## config.mk

```make
export PLATFORM = sky130hd
export DESIGN_NAME = decimated_pi_speed_loop
export DESIGN_NICKNAME = d
export VERILOG_FILES = /design/src/rtl/dpsl_pkg.sv /design/src/rtl/dpsl_mul.sv /design/src/rtl/dpsl_div.sv /design/src/rtl/decimated_pi_speed_loop.sv
export SDC_FILE = /design/constraint.sdc
export NUM_CORES = 1
export LEC_CHECK = 0
export BUFFER_PORTS_ARGS = -buffer_cell sky130_fd_sc_hd__buf_2
export CORE_MARGIN = 5
export CORE_UTILIZATION = 29
export DETAILED_ROUTE_END_ITERATION = 16
export PLACE_DENSITY = 0.47
export SKIP_LAST_GASP = 1
export SLEW_MARGIN = 40
export SYNTH_ARGS = -nofsm -noshare
export SYNTH_HDL_FRONTEND = slang
export SYNTH_HIERARCHICAL = 1
export SYNTH_SLANG_ARGS = --single-unit
```

## constraint.sdc

```tcl
create_clock -name i_clk -period 5.6 [get_ports i_clk]
set_input_delay 0.84 -clock i_clk [delete_from_list [all_inputs] [get_ports i_clk]]
set_output_delay 0.84 -clock i_clk [all_outputs]
set_load 0.02 [all_outputs]
```

## src/rtl/dpsl_pkg.sv

```systemverilog
package dpsl_pkg;

    // field widths
    localparam int CNT_W     = 16;
    localparam int ERR_W     = CNT_W + 1;
    localparam int GAIN_W    = 16;
    localparam int LIM_W     = 15;
    localparam int PER_W     = 8;
    localparam int PHASE_W   = 8;
    localparam int FRAC_W    = 8;
    localparam int INTEG_W   = LIM_W + FRAC_W + 1;
    localparam int PROD_W    = ERR_W + GAIN_W;
    localparam int ACC_W     = PROD_W + 1;
    localparam int QUO_W     = 25;

    // configuration port
    localparam int CFG_IDX_W  = 3;
    localparam int CFG_DATA_W = 16;

    typedef logic [CFG_IDX_W-1:0] t_cfg_idx;

    localparam t_cfg_idx CFG_TARGET = 3'd0;
    localparam t_cfg_idx CFG_GAIN_P = 3'd1;
    localparam t_cfg_idx CFG_GAIN_I = 3'd2;
    localparam t_cfg_idx CFG_ILIM   = 3'd3;
    localparam t_cfg_idx CFG_OLIM   = 3'd4;
    localparam t_cfg_idx CFG_PERIOD = 3'd5;

    localparam logic [LIM_W-1:0] LIMIT_RST  = 15'h7fff;
    localparam logic [PER_W-1:0] PERIOD_RST = 8'd10;

    localparam int DECIMATION_DEF = 10;

    typedef struct packed {
        logic signed [CNT_W-1:0] left_count;
        logic signed [CNT_W-1:0] right_count;
        logic                    drive_enable;
    } t_in_req;

    typedef struct packed {
        logic signed [CNT_W-1:0] drive_out;
        logic                    updated;
    } t_out_req;

    // status of a serial arithmetic unit
    typedef struct packed {
        logic busy;
        logic done;
    } t_unit_stat;

endpackage

```

## src/rtl/dpsl_mul.sv

```systemverilog
// Bit-serial signed x unsigned multiplier, one multiplier bit per cycle.
module dpsl_mul (
    input  logic                                 i_clk,
    input  logic                                 i_rst_n,
    input  logic                                 i_start,
    input  logic signed [dpsl_pkg::ERR_W-1:0]    i_a,
    input  logic        [dpsl_pkg::GAIN_W-1:0]   i_b,
    output dpsl_pkg::t_unit_stat                 o_stat,
    output logic signed [dpsl_pkg::PROD_W-1:0]   o_prod
);

    localparam int HW = dpsl_pkg::ERR_W + 2;
    localparam int BW = dpsl_pkg::GAIN_W;
    localparam int CW = $clog2(BW);

    logic signed [HW-1:0]              r_hi;
    logic        [BW-1:0]              r_lo;
    logic signed [dpsl_pkg::ERR_W-1:0] r_a;
    logic        [CW-1:0]              r_cnt;
    logic                              r_busy;
    logic                              r_done;

    logic signed [HW-1:0] a_ext;
    logic signed [HW-1:0] addend;
    logic signed [HW-1:0] part_sum;

    assign a_ext    = HW'(r_a);
    assign addend   = r_lo[0] ? a_ext : '0;
    assign part_sum = r_hi + addend;

    always_ff @(posedge i_clk) begin
        if (!i_rst_n) begin
            r_busy <= 1'b0;
            r_done <= 1'b0;
        end else begin
            r_done <= 1'b0;
            if (i_start) begin
                r_busy <= 1'b1;
            end else if (r_busy && (r_cnt == CW'(BW - 1))) begin
                r_busy <= 1'b0;
                r_done <= 1'b1;
            end
        end
    end

    always_ff @(posedge i_clk) begin
        if (i_start) begin
            r_hi  <= '0;
            r_lo  <= i_b;
            r_a   <= i_a;
            r_cnt <= '0;
        end else if (r_busy) begin
            r_hi  <= part_sum >>> 1;
            r_lo  <= {part_sum[0], r_lo[BW-1:1]};
            r_cnt <= r_cnt + CW'(1);
        end
    end

    assign o_stat.busy = r_busy;
    assign o_stat.done = r_done;
    assign o_prod      = {r_hi[dpsl_pkg::ERR_W-1:0], r_lo};

endmodule

```

## src/rtl/dpsl_div.sv

```systemverilog
// Restoring divider, unsigned, one quotient bit per cycle.
module dpsl_div (
    input  logic                               i_clk,
    input  logic                               i_rst_n,
    input  logic                               i_start,
    input  logic [dpsl_pkg::QUO_W-1:0]         i_num,
    input  logic [dpsl_pkg::PER_W-1:0]         i_den,
    output dpsl_pkg::t_unit_stat               o_stat,
    output logic [dpsl_pkg::QUO_W-1:0]         o_quo
);

    localparam int QW = dpsl_pkg::QUO_W;
    localparam int DW = dpsl_pkg::PER_W;
    localparam int CW = $clog2(QW);

    logic [QW-1:0] r_num;
    logic [DW-1:0] r_rem;
    logic [DW-1:0] r_den;
    logic [CW-1:0] r_cnt;
    logic          r_busy;
    logic          r_done;

    logic [DW:0]   rem_sh;
    logic [DW+1:0] trial;
    logic          fits;

    assign rem_sh = {r_rem, r_num[QW-1]};
    assign trial  = {1'b0, rem_sh} - {2'b00, r_den};
    assign fits   = !trial[DW+1];

    always_ff @(posedge i_clk) begin
        if (!i_rst_n) begin
            r_busy <= 1'b0;
            r_done <= 1'b0;
        end else begin
            r_done <= 1'b0;
            if (i_start) begin
                r_busy <= 1'b1;
            end else if (r_busy && (r_cnt == CW'(QW - 1))) begin
                r_busy <= 1'b0;
                r_done <= 1'b1;
            end
        end
    end

    always_ff @(posedge i_clk) begin
        if (i_start) begin
            r_num <= i_num;
            r_rem <= '0;
            r_den <= i_den;
            r_cnt <= '0;
        end else if (r_busy) begin
            r_num <= {r_num[QW-2:0], fits};
            r_rem <= fits ? trial[DW-1:0] : rem_sh[DW-1:0];
            r_cnt <= r_cnt + CW'(1);
        end
    end

    assign o_stat.busy = r_busy;
    assign o_stat.done = r_done;
    assign o_quo       = r_num;

endmodule

```

## src/rtl/decimated_pi_speed_loop.sv

```systemverilog
// Decimated PI speed loop with linear output smoothing.
//
// Input channel (i_in_valid / o_in_ready / i_in_data): one request per
// control tick with both encoder counts and the drive-enable flag.
// Output channel (o_out_valid / i_out_ready / o_out_data): exactly one
// request per tick, the smoothed drive value and an update flag.
// Config port: i_cfg_we writes i_cfg_data to register i_cfg_index at the
// clock edge; write only while no tick is in flight.
// All products run through one bit-serial multiplier (I term, P term,
// ramp) and the ramp division through one bit-serial restoring divider.
// The next tick is taken as soon as the current one has reached the
// output register. Reset (synchronous, active low) clears the tick phase,
// the integral, both stored outputs and the output valid flag, and loads
// the register defaults. If the receiver stalls, the result waits in the
// output register and one more tick can be computed behind it; that tick
// then holds in its final state until the output register frees up.
module decimated_pi_speed_loop #(
    parameter int unsigned DECIMATION = dpsl_pkg::DECIMATION_DEF
) (
    input  logic                                i_clk,
    input  logic                                i_rst_n,
    input  logic                                i_in_valid,
    output logic                                o_in_ready,
    input  dpsl_pkg::t_in_req                   i_in_data,
    output logic                                o_out_valid,
    input  logic                                i_out_ready,
    output dpsl_pkg::t_out_req                  o_out_data,
    input  logic                                i_cfg_we,
    input  dpsl_pkg::t_cfg_idx                  i_cfg_index,
    input  logic [dpsl_pkg::CFG_DATA_W-1:0]     i_cfg_data
);

    localparam int CNT_W   = dpsl_pkg::CNT_W;
    localparam int ERR_W   = dpsl_pkg::ERR_W;
    localparam int GAIN_W  = dpsl_pkg::GAIN_W;
    localparam int LIM_W   = dpsl_pkg::LIM_W;
    localparam int PER_W   = dpsl_pkg::PER_W;
    localparam int PHASE_W = dpsl_pkg::PHASE_W;
    localparam int FRAC_W  = dpsl_pkg::FRAC_W;
    localparam int INTEG_W = dpsl_pkg::INTEG_W;
    localparam int PROD_W  = dpsl_pkg::PROD_W;
    localparam int ACC_W   = dpsl_pkg::ACC_W;
    localparam int QUO_W   = dpsl_pkg::QUO_W;
    localparam int TOT_W   = QUO_W + 1;

    // sequencer states
    localparam logic [3:0] S_IDLE    = 4'd0;
    localparam logic [3:0] S_MUL_I   = 4'd1;   // err * gain_i
    localparam logic [3:0] S_I_CLAMP = 4'd2;   // clamp integral, start err * gain_p
    localparam logic [3:0] S_MUL_P   = 4'd3;
    localparam logic [3:0] S_P_CLAMP = 4'd4;   // clamp and round new output
    localparam logic [3:0] S_RAMP_GO = 4'd5;   // start diff * (phase + 1)
    localparam logic [3:0] S_RAMP    = 4'd6;
    localparam logic [3:0] S_DIV     = 4'd7;   // ramp / smooth_period
    localparam logic [3:0] S_HOLD    = 4'd8;   // result waits for output slot

    // configuration
    logic signed [CNT_W-1:0]  r_target;
    logic        [GAIN_W-1:0] r_gp;
    logic        [GAIN_W-1:0] r_gi;
    logic        [LIM_W-1:0]  r_ilim;
    logic        [LIM_W-1:0]  r_olim;
    logic        [PER_W-1:0]  r_period;

    // loop state
    logic        [PHASE_W-1:0] r_phase;
    logic signed [INTEG_W-1:0] r_integral;
    logic signed [CNT_W-1:0]   r_prev;
    logic signed [CNT_W-1:0]   r_newest;

    // per-tick work
    logic        [3:0]         r_state;
    logic signed [ERR_W-1:0]   r_err;
    logic                      r_drive;
    logic                      r_upd;
    logic signed [ACC_W-1:0]   r_acc;
    logic                      r_neg;
    logic signed [CNT_W-1:0]   r_res;
    logic                      r_out_valid;
    dpsl_pkg::t_out_req        r_out;

    // arithmetic units
    logic                       mul_start;
    logic signed [ERR_W-1:0]    mul_a;
    logic        [GAIN_W-1:0]   mul_b;
    dpsl_pkg::t_unit_stat       mul_stat;
    logic signed [PROD_W-1:0]   mul_prod;

    logic                       div_start;
    logic [QUO_W-1:0]           div_num;
    logic [PER_W-1:0]           div_den;
    dpsl_pkg::t_unit_stat       div_stat;
    logic [QUO_W-1:0]           div_quo;

    // accept-time terms
    logic                       in_acc;
    logic [PHASE_W:0]           next_phase;
    logic                       upd_now;
    logic signed [ERR_W-1:0]    in_diff;
    logic signed [CNT_W-1:0]    speed;
    logic signed [ERR_W-1:0]    err_in;

    logic signed [ACC_W-1:0]    acc_sum;
    logic signed [INTEG_W-1:0]  out_sat;
    logic signed [INTEG_W:0]    out_rnd;
    logic signed [ERR_W-1:0]    ramp_diff;
    logic signed [PROD_W-1:0]   ramp_mag;
    logic signed [TOT_W-1:0]    prev_ext;
    logic signed [TOT_W-1:0]    quo_ext;
    logic signed [TOT_W-1:0]    total;
    logic                       out_load;

    function automatic logic signed [INTEG_W-1:0] clamp_lim(
        input logic signed [ACC_W-1:0] v,
        input logic [LIM_W-1:0]        lim
    );
        logic signed [ACC_W-1:0] hi;
        logic signed [ACC_W-1:0] lo;
        hi = $signed(ACC_W'({lim, {FRAC_W{1'b0}}}));
        lo = -hi;
        if (v > hi) begin
            clamp_lim = INTEG_W'(hi);
        end else if (v < lo) begin
            clamp_lim = INTEG_W'(lo);
        end else begin
            clamp_lim = INTEG_W'(v);
        end
    endfunction

    assign o_in_ready = (r_state == S_IDLE);
    assign in_acc     = i_in_valid && o_in_ready;

    assign next_phase = {1'b0, r_phase} + (PHASE_W + 1)'(1);
    assign upd_now    = next_phase >= (PHASE_W + 1)'(DECIMATION);

    // speed = (left + (-right)) >>> 1, error = target - speed
    assign in_diff = ERR_W'(i_in_data.left_count) - ERR_W'(i_in_data.right_count);
    assign speed   = in_diff[ERR_W-1:1];
    assign err_in  = ERR_W'(r_target) - ERR_W'(speed);

    // shared by the I step (old integral) and the P step (new integral)
    assign acc_sum = ACC_W'(r_integral) + ACC_W'(mul_prod);

    // round half up after the output clamp
    assign out_sat = clamp_lim(r_acc, r_olim);
    assign out_rnd = (INTEG_W + 1)'(out_sat) + (INTEG_W + 1)'(1 << (FRAC_W - 1));

    assign ramp_diff = ERR_W'(r_newest) - ERR_W'(r_prev);
    assign ramp_mag  = mul_prod[PROD_W-1] ? -mul_prod : mul_prod;

    // quotient truncates toward zero: apply the sign to the magnitude
    assign prev_ext = TOT_W'(r_prev);
    assign quo_ext  = $signed({1'b0, div_quo});
    assign total    = r_neg ? (prev_ext - quo_ext) : (prev_ext + quo_ext);

    assign out_load = (r_state == S_HOLD) && (!r_out_valid || i_out_ready);

    // multiplier operand select
    always_comb begin
        mul_start = 1'b0;
        mul_a     = '0;
        mul_b     = '0;
        unique case (r_state)
            S_IDLE: begin
                mul_start = in_acc && upd_now;
                mul_a     = err_in;
                mul_b     = r_gi;
            end
            S_I_CLAMP: begin
                mul_start = 1'b1;
                mul_a     = r_err;
                mul_b     = r_gp;
            end
            S_RAMP_GO: begin
                mul_start = 1'b1;
                mul_a     = ramp_diff;
                mul_b     = GAIN_W'(r_phase) + GAIN_W'(1);
            end
            default: begin
                mul_start = 1'b0;
            end
        endcase
    end

    assign div_start = (r_state == S_RAMP) && mul_stat.done;
    assign div_num   = ramp_mag[QUO_W-1:0];
    assign div_den   = (r_period == '0) ? PER_W'(1) : r_period;

    dpsl_mul u_mul (
        .i_clk   (i_clk),
        .i_rst_n (i_rst_n),
        .i_start (mul_start),
        .i_a     (mul_a),
        .i_b     (mul_b),
        .o_stat  (mul_stat),
        .o_prod  (mul_prod)
    );

    dpsl_div u_div (
        .i_clk   (i_clk),
        .i_rst_n (i_rst_n),
        .i_start (div_start),
        .i_num   (div_num),
        .i_den   (div_den),
        .o_stat  (div_stat),
        .o_quo   (div_quo)
    );

    // configuration registers; upper data bits beyond a field are dropped
    always_ff @(posedge i_clk) begin
        if (!i_rst_n) begin
            r_target <= '0;
            r_gp     <= '0;
            r_gi     <= '0;
            r_ilim   <= dpsl_pkg::LIMIT_RST;
            r_olim   <= dpsl_pkg::LIMIT_RST;
            r_period <= dpsl_pkg::PERIOD_RST;
        end else if (i_cfg_we) begin
            unique case (i_cfg_index)
                dpsl_pkg::CFG_TARGET: r_target <= $signed(i_cfg_data[CNT_W-1:0]);
                dpsl_pkg::CFG_GAIN_P: r_gp     <= i_cfg_data[GAIN_W-1:0];
                dpsl_pkg::CFG_GAIN_I: r_gi     <= i_cfg_data[GAIN_W-1:0];
                dpsl_pkg::CFG_ILIM:   r_ilim   <= i_cfg_data[LIM_W-1:0];
                dpsl_pkg::CFG_OLIM:   r_olim   <= i_cfg_data[LIM_W-1:0];
                dpsl_pkg::CFG_PERIOD: r_period <= i_cfg_data[PER_W-1:0];
                default: begin
                end
            endcase
        end
    end

    // sequencer and loop state
    always_ff @(posedge i_clk) begin
        if (!i_rst_n) begin
            r_state    <= S_IDLE;
            r_phase    <= '0;
            r_integral <= '0;
            r_prev     <= '0;
            r_newest   <= '0;
        end else begin
            unique case (r_state)
                S_IDLE: begin
                    if (in_acc) begin
                        if (upd_now) begin
                            r_phase <= '0;
                            r_prev  <= r_newest;
                            r_state <= S_MUL_I;
                        end else begin
                            r_phase <= next_phase[PHASE_W-1:0];
                            r_state <= S_RAMP_GO;
                        end
                    end
                end
                S_MUL_I: begin
                    if (mul_stat.done) begin
                        r_state <= S_I_CLAMP;
                    end
                end
                S_I_CLAMP: begin
                    r_integral <= r_drive ? clamp_lim(r_acc, r_ilim) : '0;
                    r_state    <= S_MUL_P;
                end
                S_MUL_P: begin
                    if (mul_stat.done) begin
                        r_state <= S_P_CLAMP;
                    end
                end
                S_P_CLAMP: begin
                    r_newest <= out_rnd[INTEG_W-1:FRAC_W];
                    r_state  <= S_RAMP_GO;
                end
                S_RAMP_GO: begin
                    r_state <= S_RAMP;
                end
                S_RAMP: begin
                    if (mul_stat.done) begin
                        r_state <= S_DIV;
                    end
                end
                S_DIV: begin
                    if (div_stat.done) begin
                        r_state <= S_HOLD;
                    end
                end
                S_HOLD: begin
                    if (out_load) begin
                        r_state <= S_IDLE;
                    end
                end
                default: begin
                    r_state <= S_IDLE;
                end
            endcase
        end
    end

    // per-tick datapath registers
    always_ff @(posedge i_clk) begin
        if (in_acc) begin
            r_err   <= err_in;
            r_drive <= i_in_data.drive_enable;
            r_upd   <= upd_now;
        end
        if ((r_state == S_MUL_I || r_state == S_MUL_P) && mul_stat.done) begin
            r_acc <= acc_sum;
        end
        if (div_start) begin
            r_neg <= mul_prod[PROD_W-1];
        end
        if (r_state == S_DIV && div_stat.done) begin
            if (total > TOT_W'(32767)) begin
                r_res <= 16'sh7fff;
            end else if (total < -TOT_W'(32768)) begin
                r_res <= 16'sh8000;
            end else begin
                r_res <= total[CNT_W-1:0];
            end
        end
    end

    // output register
    always_ff @(posedge i_clk) begin
        if (!i_rst_n) begin
            r_out_valid <= 1'b0;
        end else if (out_load) begin
            r_out_valid <= 1'b1;
        end else if (i_out_ready) begin
            r_out_valid <= 1'b0;
        end
    end

    always_ff @(posedge i_clk) begin
        if (out_load) begin
            r_out.drive_out <= r_res;
            r_out.updated   <= r_upd;
        end
    end

    assign o_out_valid = r_out_valid;
    assign o_out_data  = r_out;

`ifndef SYNTH
    a_phase_range: assert property (@(posedge i_clk) disable iff (!i_rst_n)
        ({1'b0, r_phase} < (PHASE_W + 1)'(DECIMATION)))
        else $error("tick phase reached decimation");

    a_integral_clamped: assert property (@(posedge i_clk) disable iff (!i_rst_n)
        (r_state == S_MUL_P) |->
            (r_integral <= $signed(INTEG_W'({r_ilim, {FRAC_W{1'b0}}}))) &&
            (r_integral >= -$signed(INTEG_W'({r_ilim, {FRAC_W{1'b0}}}))))
        else $error("integral outside its limit");

    a_units_idle: assert property (@(posedge i_clk) disable iff (!i_rst_n)
        (r_state == S_IDLE) |-> (!mul_stat.busy && !div_stat.busy))
        else $error("arithmetic unit busy while idle");

    a_out_from_hold: assert property (@(posedge i_clk) disable iff (!i_rst_n)
        $rose(r_out_valid) |-> ($past(r_state) == S_HOLD))
        else $error("result loaded outside hold state");
`endif

endmodule

```

==> results.sh, run 1 <==
export IMPL_clk_latency_ns=0.58
export IMPL_ctsHtreeMaxLevel=2
export IMPL_path_common_cell="or3_1"
export IMPL_grt_usage_pct=16.6
export IMPL_worstPathMaxFanout=21
export IMPL_crit_path_start_kind="flip-flop"
export IMPL_path_clk_slew_ns=0.06
export IMPL_peakVddDrop_mv=0.257
export IMPL_crit_type="reg -> reg"
export IMPL_fp_dieW_um=297
export IMPL_gp_congestion=0.883
export IMPL_p_leak_nw=10.8
export IMPL_firstDrtPassIters=5
export IMPL_drive_above_1_share_pct=10.9
export IMPL_core_sq_um=82000
export IMPL_multi_input_comb_area_sq_um=14400
export IMPL_fin_crit_sh_pct=93.5
export IMPL_grt_pass1_wl_mm=116
export IMPL_vias=20200
export IMPL_slowest_delay_ns=0.46
export IMPL_period_needed_ns=5.24
export IMPL_fin_cells=3824
export IMPL_fillers=8596
export IMPL_crit_family="simple AND/OR/NAND/NOR gates"
export IMPL_critPathBufInv=2
export IMPL_dieHeight_um=297
export IMPL_final_setup_viol_count=0
export IMPL_postSynthCellCount=2682
export IMPL_syn_avg_cell_area_sq_um=8.93
export IMPL_numPortBuffers=75
export IMPL_dpl_hpwl_mm=58.8
export IMPL_dp_cells=3742
export IMPL_rows=105
export IMPL_clock_sinks=347
export IMPL_cts_tree="done"
export IMPL_clockBufferDepth=3
export IMPL_fin_skew_ns=0.0140
export IMPL_dieArea_sq_um=88400
export IMPL_cts_hold_buf=0
export IMPL_grt_pass1_vias=19700
export IMPL_slew_violations=0
export IMPL_power_density_nw_per_um2=300
export IMPL_status="finished clean"
export IMPL_wl_mm=76.4
export IMPL_critPathCaptureType="flip-flop"
export IMPL_ff_latch_area_sq_um=8480
export IMPL_synth_cell_area_sq_um=23900
export IMPL_pre_cts_ws_ns=0.190
export IMPL_ys_warnings_count=6
export IMPL_area_growth_pct=12.3
export IMPL_finalNetCount=3006
export IMPL_cp_required_ns=6.04
export IMPL_worst_slack_ns=0.364
export IMPL_root_buffer="clkbuf_16"
export IMPL_drv_cap=0
export IMPL_drtIter0Drc=1482
export IMPL_hold_viol=0
export IMPL_avgViaCountPerCell=5.28
export IMPL_drc=0
export IMPL_worstMarginPinSlew_ns=0.838
export IMPL_final_util_pct=32.8
export IMPL_pin_count=76
export IMPL_grt_overflow_total=0
export IMPL_wl_per_cell_um=20.0
export IMPL_worstHoldPathType="reg -> reg"
export IMPL_postRouteAntennaNets=0
export IMPL_initial_core_util_pct=29.2
export IMPL_synth_net_count=2969
export IMPL_arrival_ns=5.68
export IMPL_grt_max_degree=75
export IMPL_finalSetupTns_ns=0
export IMPL_antenna_found_initial=5
export IMPL_cp_slowest_cell="or3_1"
export IMPL_slew_headroom_pct=44.1
export IMPL_fmax_ghz=0.191
export IMPL_path_cells="inv_1, ha_1, nand4_1, or3_1, or3_1, or3_1, or3_1, nor2_1, ha_1, a21o_1, a21o_1, a21o_1, a21oi_1, o211ai_1, nor3_2, nor2_2, buf_4, and4_1, a22oi_1, nor2_1"
export IMPL_cts_buffers=43
[placed cells by master (no fill, tap or decap), types with 11 or more instances in the layout]
cell type / count
nor2b_1: 25
and2_1: 40
o21ai_0: 141
mux2_2: 42
xnor2_1: 132
a21oi_1: 217
nor3_1: 60
nand2_1: 303
and3_1: 29
buf_4: 41
nor4_1: 13
a21boi_0: 11
a32oi_1: 16
inv_1: 140
edfxtp_1: 153
o21bai_1: 14
clkbuf_16: 43
ha_1: 223
a21o_1: 65
buf_2: 75
o21a_1: 18
nor2_1: 169
a22oi_1: 33
dfxtp_1: 193
xor2_1: 57
nand4_1: 27
a31oi_1: 16
o31ai_1: 19
nand3_1: 47
nand2b_1: 30
a211oi_1: 25
o211ai_1: 42
mux2i_1: 35
or3_1: 23
[power by group]
| part | total [mW] | switching, mW | internal (mW) |
|---|---|---|---|
| sequential | 3.31 | 0.385 | 2.93 |
| combinational | 1.97 | 1.17 | 0.803 |
| clock | 2.78 | 1.15 | 1.63 |
| total | 8.06 | 2.71 | 5.36 |
[layout make-up]
type | count | share of cell area (%)
inverter | 147 | 2.05
clock buffer | 59 | 4.56
multi-input combinational | 2064 | 53.7
tap | 1070 | 4.98
timing repair buffer | 116 | 2.54
antenna | 1 | 0.00931
sequential | 347 | 31.5
clock inverter | 20 | 0.647
[through the flow]
step	cell area, sq um	hold slack [ns]	total power, mW
after CTS	26800	0.407	8.16
after detailed placement	25400	0.405	5.33
after global routing	26900	0.415	8.47
after floorplan	23900	0.400	4.67
final	26900	0.413	8.06
after global placement	25400	0.403	5.28
[timing repair]
action	CTS	global route
gates resized for setup	0	9
setup endpoints to repair	0	36
buffers inserted	0	2
[per-layer routing]
metal	share of wire, %	track usage (%)	vias up
met3	4.7	2.36	119
met2	46	27.3	454
met5	0.022	0	-
met4	3.7	5.98	2
li1	-	-	9811
met1	46	22.3	9795
[flip-flops by register name (all words and copies together) (netlist names), 15 cells and up]
register,count
r_acc,34
u_div/o_quo,25
r_integral,24
u_mul/r_hi,18
o_out_data,17
r_err,17
u_mul/r_a,17
r_gi,16
r_gp,16
r_newest,16
r_prev,16
r_res,16
r_target,16
u_mul/r_lo,16
r_ilim,15
r_olim,15
[final timing paths]
path / start / to / slack, ns / cells past startpoint
worst max register to register: r_ilim[0]$_SDFFE_PN1P_ / r_integral[4]$_SDFFE_PN0P_ / 0.36 / 20
worst min register to register: r_upd$_DFFE_PP_ / o_out_data[0]$_DFFE_PP_ / 0.41 / 0
worst max-delay path: r_ilim[0]$_SDFFE_PN1P_ / r_integral[4]$_SDFFE_PN0P_ / 0.36 / 20
worst min-delay path: r_upd$_DFFE_PP_ / o_out_data[0]$_DFFE_PP_ / 0.41 / 0
No activity file was read; power rests on OpenSTA's default activity.
==> run 2, diff against run 1 <==
CORE_UTILIZATION = 40   (was 29)
PLACE_DENSITY = 0.59   (was 0.47)
==> results.sh, run 2 (synthesis results as in run 1) <==
export IMPL_cp_required_ns=6.06
export IMPL_critPathBufInv=2
export IMPL_p_seq_share_pct=41.0
export IMPL_slew_violations=0
export IMPL_grt_overflow_total=0
export IMPL_fin_skew_ns=0.0287
export IMPL_core_sq_um=59100
export IMPL_pre_cts_ws_ns=0.223
export IMPL_layout_common_cells="nand2_1 (303), ha_1 (223), a21oi_1 (217)"
export IMPL_firstDrtPassIters=5
export IMPL_gp_congestion=0.899
export IMPL_slew_headroom_pct=46.2
export IMPL_layout_commonest_cell="nand2_1"
export IMPL_fp_dieW_um=255
export IMPL_grt_pass1_vias=19300
export IMPL_period_needed_ns=5.24
export IMPL_fmax_ghz=0.191
export IMPL_largest_reg_flops=34
export IMPL_pin_count=76
export IMPL_crit_family="simple AND/OR/NAND/NOR gates"
export IMPL_power_mw=8.03
export IMPL_ctsHtreeMaxLevel=2
export IMPL_status="finished clean"
export IMPL_dieArea_sq_um=64800
export IMPL_dp_cells=3437
export IMPL_worst_slack_ns=0.358
export IMPL_path_common_cell="a21o_1"
export IMPL_antenna_found_initial=3
export IMPL_vias=20200
export IMPL_path_cells="inv_1, nand3_1, or3_1, or3_4, or3_4, or3_4, or3_1, nor3_1, ha_1, a21o_1, a21o_1, a21o_1, a21o_1, a21oi_1, o211ai_1, nor3_1, nor2_2, buf_4, and4_1, a22oi_1, nor2_1"
export IMPL_root_buffer="clkbuf_16"
export IMPL_drive_above_1_share_pct=10.5
export IMPL_switchingPower_mw=2.68
export IMPL_path_clk_slew_ns=0.06
export IMPL_wl_mm=71.0
export IMPL_grt_pass1_wl_mm=109
export IMPL_peakVddDrop_mv=0.223
export IMPL_finalNetCount=2995
export IMPL_avgViaCountPerCell=5.74
export IMPL_grt_max_degree=47
export IMPL_cts_hold_buf=0
export IMPL_dpl_hpwl_mm=54.0
export IMPL_drc=0
export IMPL_fin_cells=3515
export IMPL_clock_sinks=347
export IMPL_fillers=5665
export IMPL_p_leak_nw=10.7
export IMPL_slowest_delay_ns=0.44
export IMPL_initial_core_util_pct=40.5
export IMPL_cts_tree="done"
export IMPL_ff_latch_area_sq_um=8480
export IMPL_worstMarginPinSlew_ns=0.807
export IMPL_rsz0062_at_grt="true"
export IMPL_clockBufferDepth=3
export IMPL_hold_viol=0
export IMPL_cp_slowest_cell="or3_1"
export IMPL_crit_type="reg -> reg"
export IMPL_regMostFlops="r_acc"
export IMPL_finalSetupTns_ns=0
export IMPL_crit_path_start_kind="flip-flop"
export IMPL_swShare_pct=33.3
export IMPL_arrival_ns=5.71
export IMPL_numPortBuffers=75
export IMPL_wl_per_cell_um=20.2
export IMPL_hold_ws_ns=0.421
export IMPL_cts_buffers=41
export IMPL_dieHeight_um=255
export IMPL_area_growth_pct=10.3
export IMPL_multi_input_comb_area_sq_um=14400
export IMPL_drtIter0Drc=1469
export IMPL_rows=89
export IMPL_combPwrFrac_pct=24.2
export IMPL_clkPwrFrac_pct=34.8
export IMPL_final_setup_viol_count=0
export IMPL_power_internal_mw=5.36
export IMPL_clk_latency_ns=0.59
export IMPL_drv_cap=0
export IMPL_worstPathMaxFanout=21
export IMPL_worstHoldPathType="reg -> reg"
export IMPL_critPathCaptureType="flip-flop"
export IMPL_power_density_nw_per_um2=304
export IMPL_postRouteAntennaNets=0
export IMPL_grt_usage_pct=21.2
export IMPL_fin_crit_sh_pct=93.6
[run 2: final timing paths]
check / startpoint / depth (start not counted) / slack, ns / endpoint
hold reg to reg: r_res[9]$_SDFFCE_PN1P_ / 0 / 0.42 / o_out_data[10]$_DFFE_PP_
hold / removal: r_res[9]$_SDFFCE_PN1P_ / 0 / 0.42 / o_out_data[10]$_DFFE_PP_
setup reg to reg: r_ilim[0]$_SDFFE_PN1P_ / 21 / 0.36 / r_integral[7]$_SDFFE_PN0P_
setup / recovery: r_ilim[0]$_SDFFE_PN1P_ / 21 / 0.36 / r_integral[7]$_SDFFE_PN0P_
[run 2: stage by stage]
stage | utilization [%] | instance area [sq um]
after floorplan | - | 23900
after detailed placement | 42.3 | 25000
after global routing | 44.7 | 26400
final | 44.7 | 26400
after CTS | 44.6 | 26400
after global placement | 42.2 | 25000
[run 2: per-layer routing]
metal  vias up  wire [um]  GRT usage, %
met5         -         41             0
met2       528      33700          36.0
met1      9724      31400          28.6
li1       9801          -             -
met3       109       4310          3.63
met4         6       1500          4.81
[run 2: what timing repair did]
item,in CTS,in global routing
resized for setup,0,5
hold endpoints to repair,0,0
endpoints found under the setup margin,0,23
buffers inserted,0,1
[run 2: worst reg2reg max path, delay by kind of cell (launching register included)]
| kind | cells | cell delay (ns) |
|---|---|---|
| compound gates | 7 | 1.13 |
| fa+ha+maj | 1 | 0.27 |
| buf+inv | 2 | 0.39 |
| flops | 1 | 0.31 |
| simple gates | 11 | 3.01 |
[run 2: area by class of cell]
class / instances / share of cell area [%]
antenna: 1 / 0.00948
clock inverter: 27 / 1.14
multi-input combinational: 2064 / 54.6
timing repair buffer: 107 / 2.33
tap: 773 / 3.66
inverter: 147 / 2.09
sequential: 347 / 32.1
clock buffer: 49 / 4.11
[run 2: power groups by stage]
stage	Combinational [mW]	Sequential, mW	Clock, mW
6_report	1.95	3.29	2.80
5_1_grt	2.16	3.31	2.96
4_1_cts	1.94	3.29	2.86
3_5_place_dp	1.93	3.35	0
3_3_place_gp	1.88	3.34	0
2_1_floorplan	1.58	3.09	0
==> run 3, diff against run 2 <==
CORE_UTILIZATION = 45   (was 40)
PLACE_DENSITY = 0.65   (was 0.59)
==> results.sh, run 3 (synthesis results as in run 1) <==
export IMPL_fillers=4905
export IMPL_fp_dieW_um=241
export IMPL_slowest_delay_ns=0.44
export IMPL_final_setup_viol_count=0
export IMPL_peakVddDrop_mv=0.186
export IMPL_clk_latency_ns=0.58
export IMPL_firstDrtPassIters=5
export IMPL_largest_reg_flops=34
export IMPL_antenna_found_initial=0
export IMPL_rows=84
export IMPL_critPathCaptureType="flip-flop"
export IMPL_root_buffer="clkbuf_16"
export IMPL_finalSetupTns_ns=0
export IMPL_min_to="o_out_data[0]$_DFFE_PP_"
export IMPL_rsz0062_at_grt="false"
export IMPL_path_clk_slew_ns=0.06
export IMPL_hold_viol=0
export IMPL_path_common_cell="a21o_1"
export IMPL_hold_depth=0
export IMPL_layout_commonest_cell="nand2_1"
export IMPL_slew_headroom_pct=49.7
export IMPL_ff_latch_area_sq_um=8480
export IMPL_timing_rr_start="r_ilim[0]$_SDFFE_PN1P_"
export IMPL_drc=0
export IMPL_grt_usage_pct=23.6
export IMPL_gp_congestion=0.955
export IMPL_worstHoldPathType="reg -> reg"
export IMPL_dieArea_sq_um=57900
export IMPL_cts_buffers=40
export IMPL_ctsHtreeMaxLevel=2
export IMPL_grt_max_degree=56
export IMPL_drv_cap=0
export IMPL_pin_count=76
export IMPL_regMostFlops="r_acc"
export IMPL_core_sq_um=52700
export IMPL_fmax_ghz=0.192
export IMPL_drtIter0Drc=1475
export IMPL_vias=20300
export IMPL_reg2regPathDepth=20
export IMPL_numPortBuffers=75
export IMPL_worstMarginPinSlew_ns=0.752
export IMPL_hp_start="r_upd$_DFFE_PP_"
export IMPL_layout_common_cells="nand2_1 (303), ha_1 (223), a21oi_1 (217)"
export IMPL_finalNetCount=2997
export IMPL_r2r_end="r_integral[4]$_SDFFE_PN0P_"
export IMPL_fin_crit_sh_pct=93.1
export IMPL_path_cells="inv_1, nand3_1, or3_1, or3_4, or3_4, or3_4, or3_1, nor3_1, ha_1, a21o_1, a21o_1, a21o_1, a21o_1, a21oi_1, o211ai_1, o22ai_1, nor2_4, and4_1, a22oi_1, nor2_1"
export IMPL_clock_sinks=347
export IMPL_p_leak_nw=10.7
export IMPL_avgViaCountPerCell=5.93
export IMPL_power_mw=7.96
export IMPL_power_density_nw_per_um2=303
export IMPL_wl_mm=70.5
export IMPL_worstPathMaxFanout=23
export IMPL_grt_pass1_vias=19500
export IMPL_drive_above_1_share_pct=10.5
export IMPL_multi_input_comb_area_sq_um=14400
export IMPL_slew_violations=0
export IMPL_arrival_ns=5.66
export IMPL_grt_pass1_wl_mm=109
export IMPL_crit_type="reg -> reg"
export IMPL_wl_per_cell_um=20.5
export IMPL_initial_core_util_pct=45.5
export IMPL_dieHeight_um=241
export IMPL_fin_skew_ns=0.0303
export IMPL_period_needed_ns=5.22
export IMPL_clockBufferDepth=3
export IMPL_dpl_hpwl_mm=53.7
export IMPL_cts_hold_buf=0
export IMPL_status="finished clean"
export IMPL_postRouteAntennaNets=0
export IMPL_cp_slowest_cell="or3_1"
export IMPL_crit_path_start_kind="flip-flop"
export IMPL_grt_overflow_total=0
export IMPL_cts_tree="done"
export IMPL_r2r_slack_ns=0.38
export IMPL_area_growth_pct=9.78
export IMPL_cp_required_ns=6.04
run 3: cell types whose count changed in the layout (fill, tap and decap cells not counted), moves of 2 or more:
cell	before	now
buf_4	32	35
inv_6	4	1
clkbuf_8	3	1
clkinv_1	8	10
clkinvlp_4	3	5
nor3_2	4	6
run 3: cell type report:
| class | count | share of cell area (%) |
|---|---|---|
| diodes | 1 | 0.00952 |
| multi-input cells | 2064 | 54.8 |
| well taps | 688 | 3.28 |
| inverters | 147 | 2.10 |
| flip-flops and latches | 347 | 32.3 |
| clock inverters | 27 | 1.00 |
| clock buffers | 47 | 4.11 |
| repair buffers | 110 | 2.43 |
run 3: worst max path at each step:
stage / start / end / cells past startpoint
finish: r_ilim[0]$_SDFFE_PN1P_ / r_integral[4]$_SDFFE_PN0P_ / 20
global route: r_ilim[0]$_SDFFE_PN1P_ / r_integral[18]$_SDFFE_PN0P_ / 21
CTS: r_olim[0]$_SDFFE_PN1P_ / r_newest[13]$_SDFFE_PN0P_ / 24
detailed placement: r_olim[0]$_SDFFE_PN1P_ / r_newest[13]$_SDFFE_PN0P_ / 24
global placement: r_ilim[0]$_SDFFE_PN1P_ / r_integral[16]$_SDFFE_PN0P_ / 21
floorplan: r_olim[0]$_SDFFE_PN1P_ / r_newest[13]$_SDFFE_PN0P_ / 24
run 3: per-stage QoR:
stage          utilization (%)  hold WS [ns]  cell area (sq um)  worst slack (ns)  instances
6_report                  49.9         0.417              26300             0.384       3431
3_5_place_dp              47.3         0.405              24900             0.248       3355
5_1_grt                   49.9         0.425              26300            0.0122       3430
4_1_cts                   49.8         0.418              26200             0.204       3429
3_3_place_gp              47.2         0.405              24900             0.299       3355
2_1_floorplan                -         0.400              23900             0.694       2682
run 3: routing by layer:
metal	vias to the layer above	wire (um)	part of all wire, %	track usage [%]
met5	-	0	0	0
met4	0	2710	3.8	8.61
met3	125	4280	6.1	3.14
met2	618	32600	46	38.9
met1	9801	30900	44	32.1
li1	9800	-	-	-
run 3: repair_timing:
item	in CTS	in global routing
resized for setup	0	7
buffers inserted	0	1
endpoints found under the setup margin	0	37
run 3: power breakdown:
part / internal (mW) / switching (mW)
Combinational: 0.801 / 1.16
Sequential: 2.92 / 0.358
Clock: 1.57 / 1.14
Total: 5.30 / 2.66
run 3: worst max-delay path: cells and delay by family, from the launching register on:
kind	cells	cell delay, ns
and+or+nand+nor	10	2.90
AOI/OAI and AO/OA	8	1.45
DFF	1	0.31
adders and majority gates	1	0.27
buffers and inverters	1	0.15
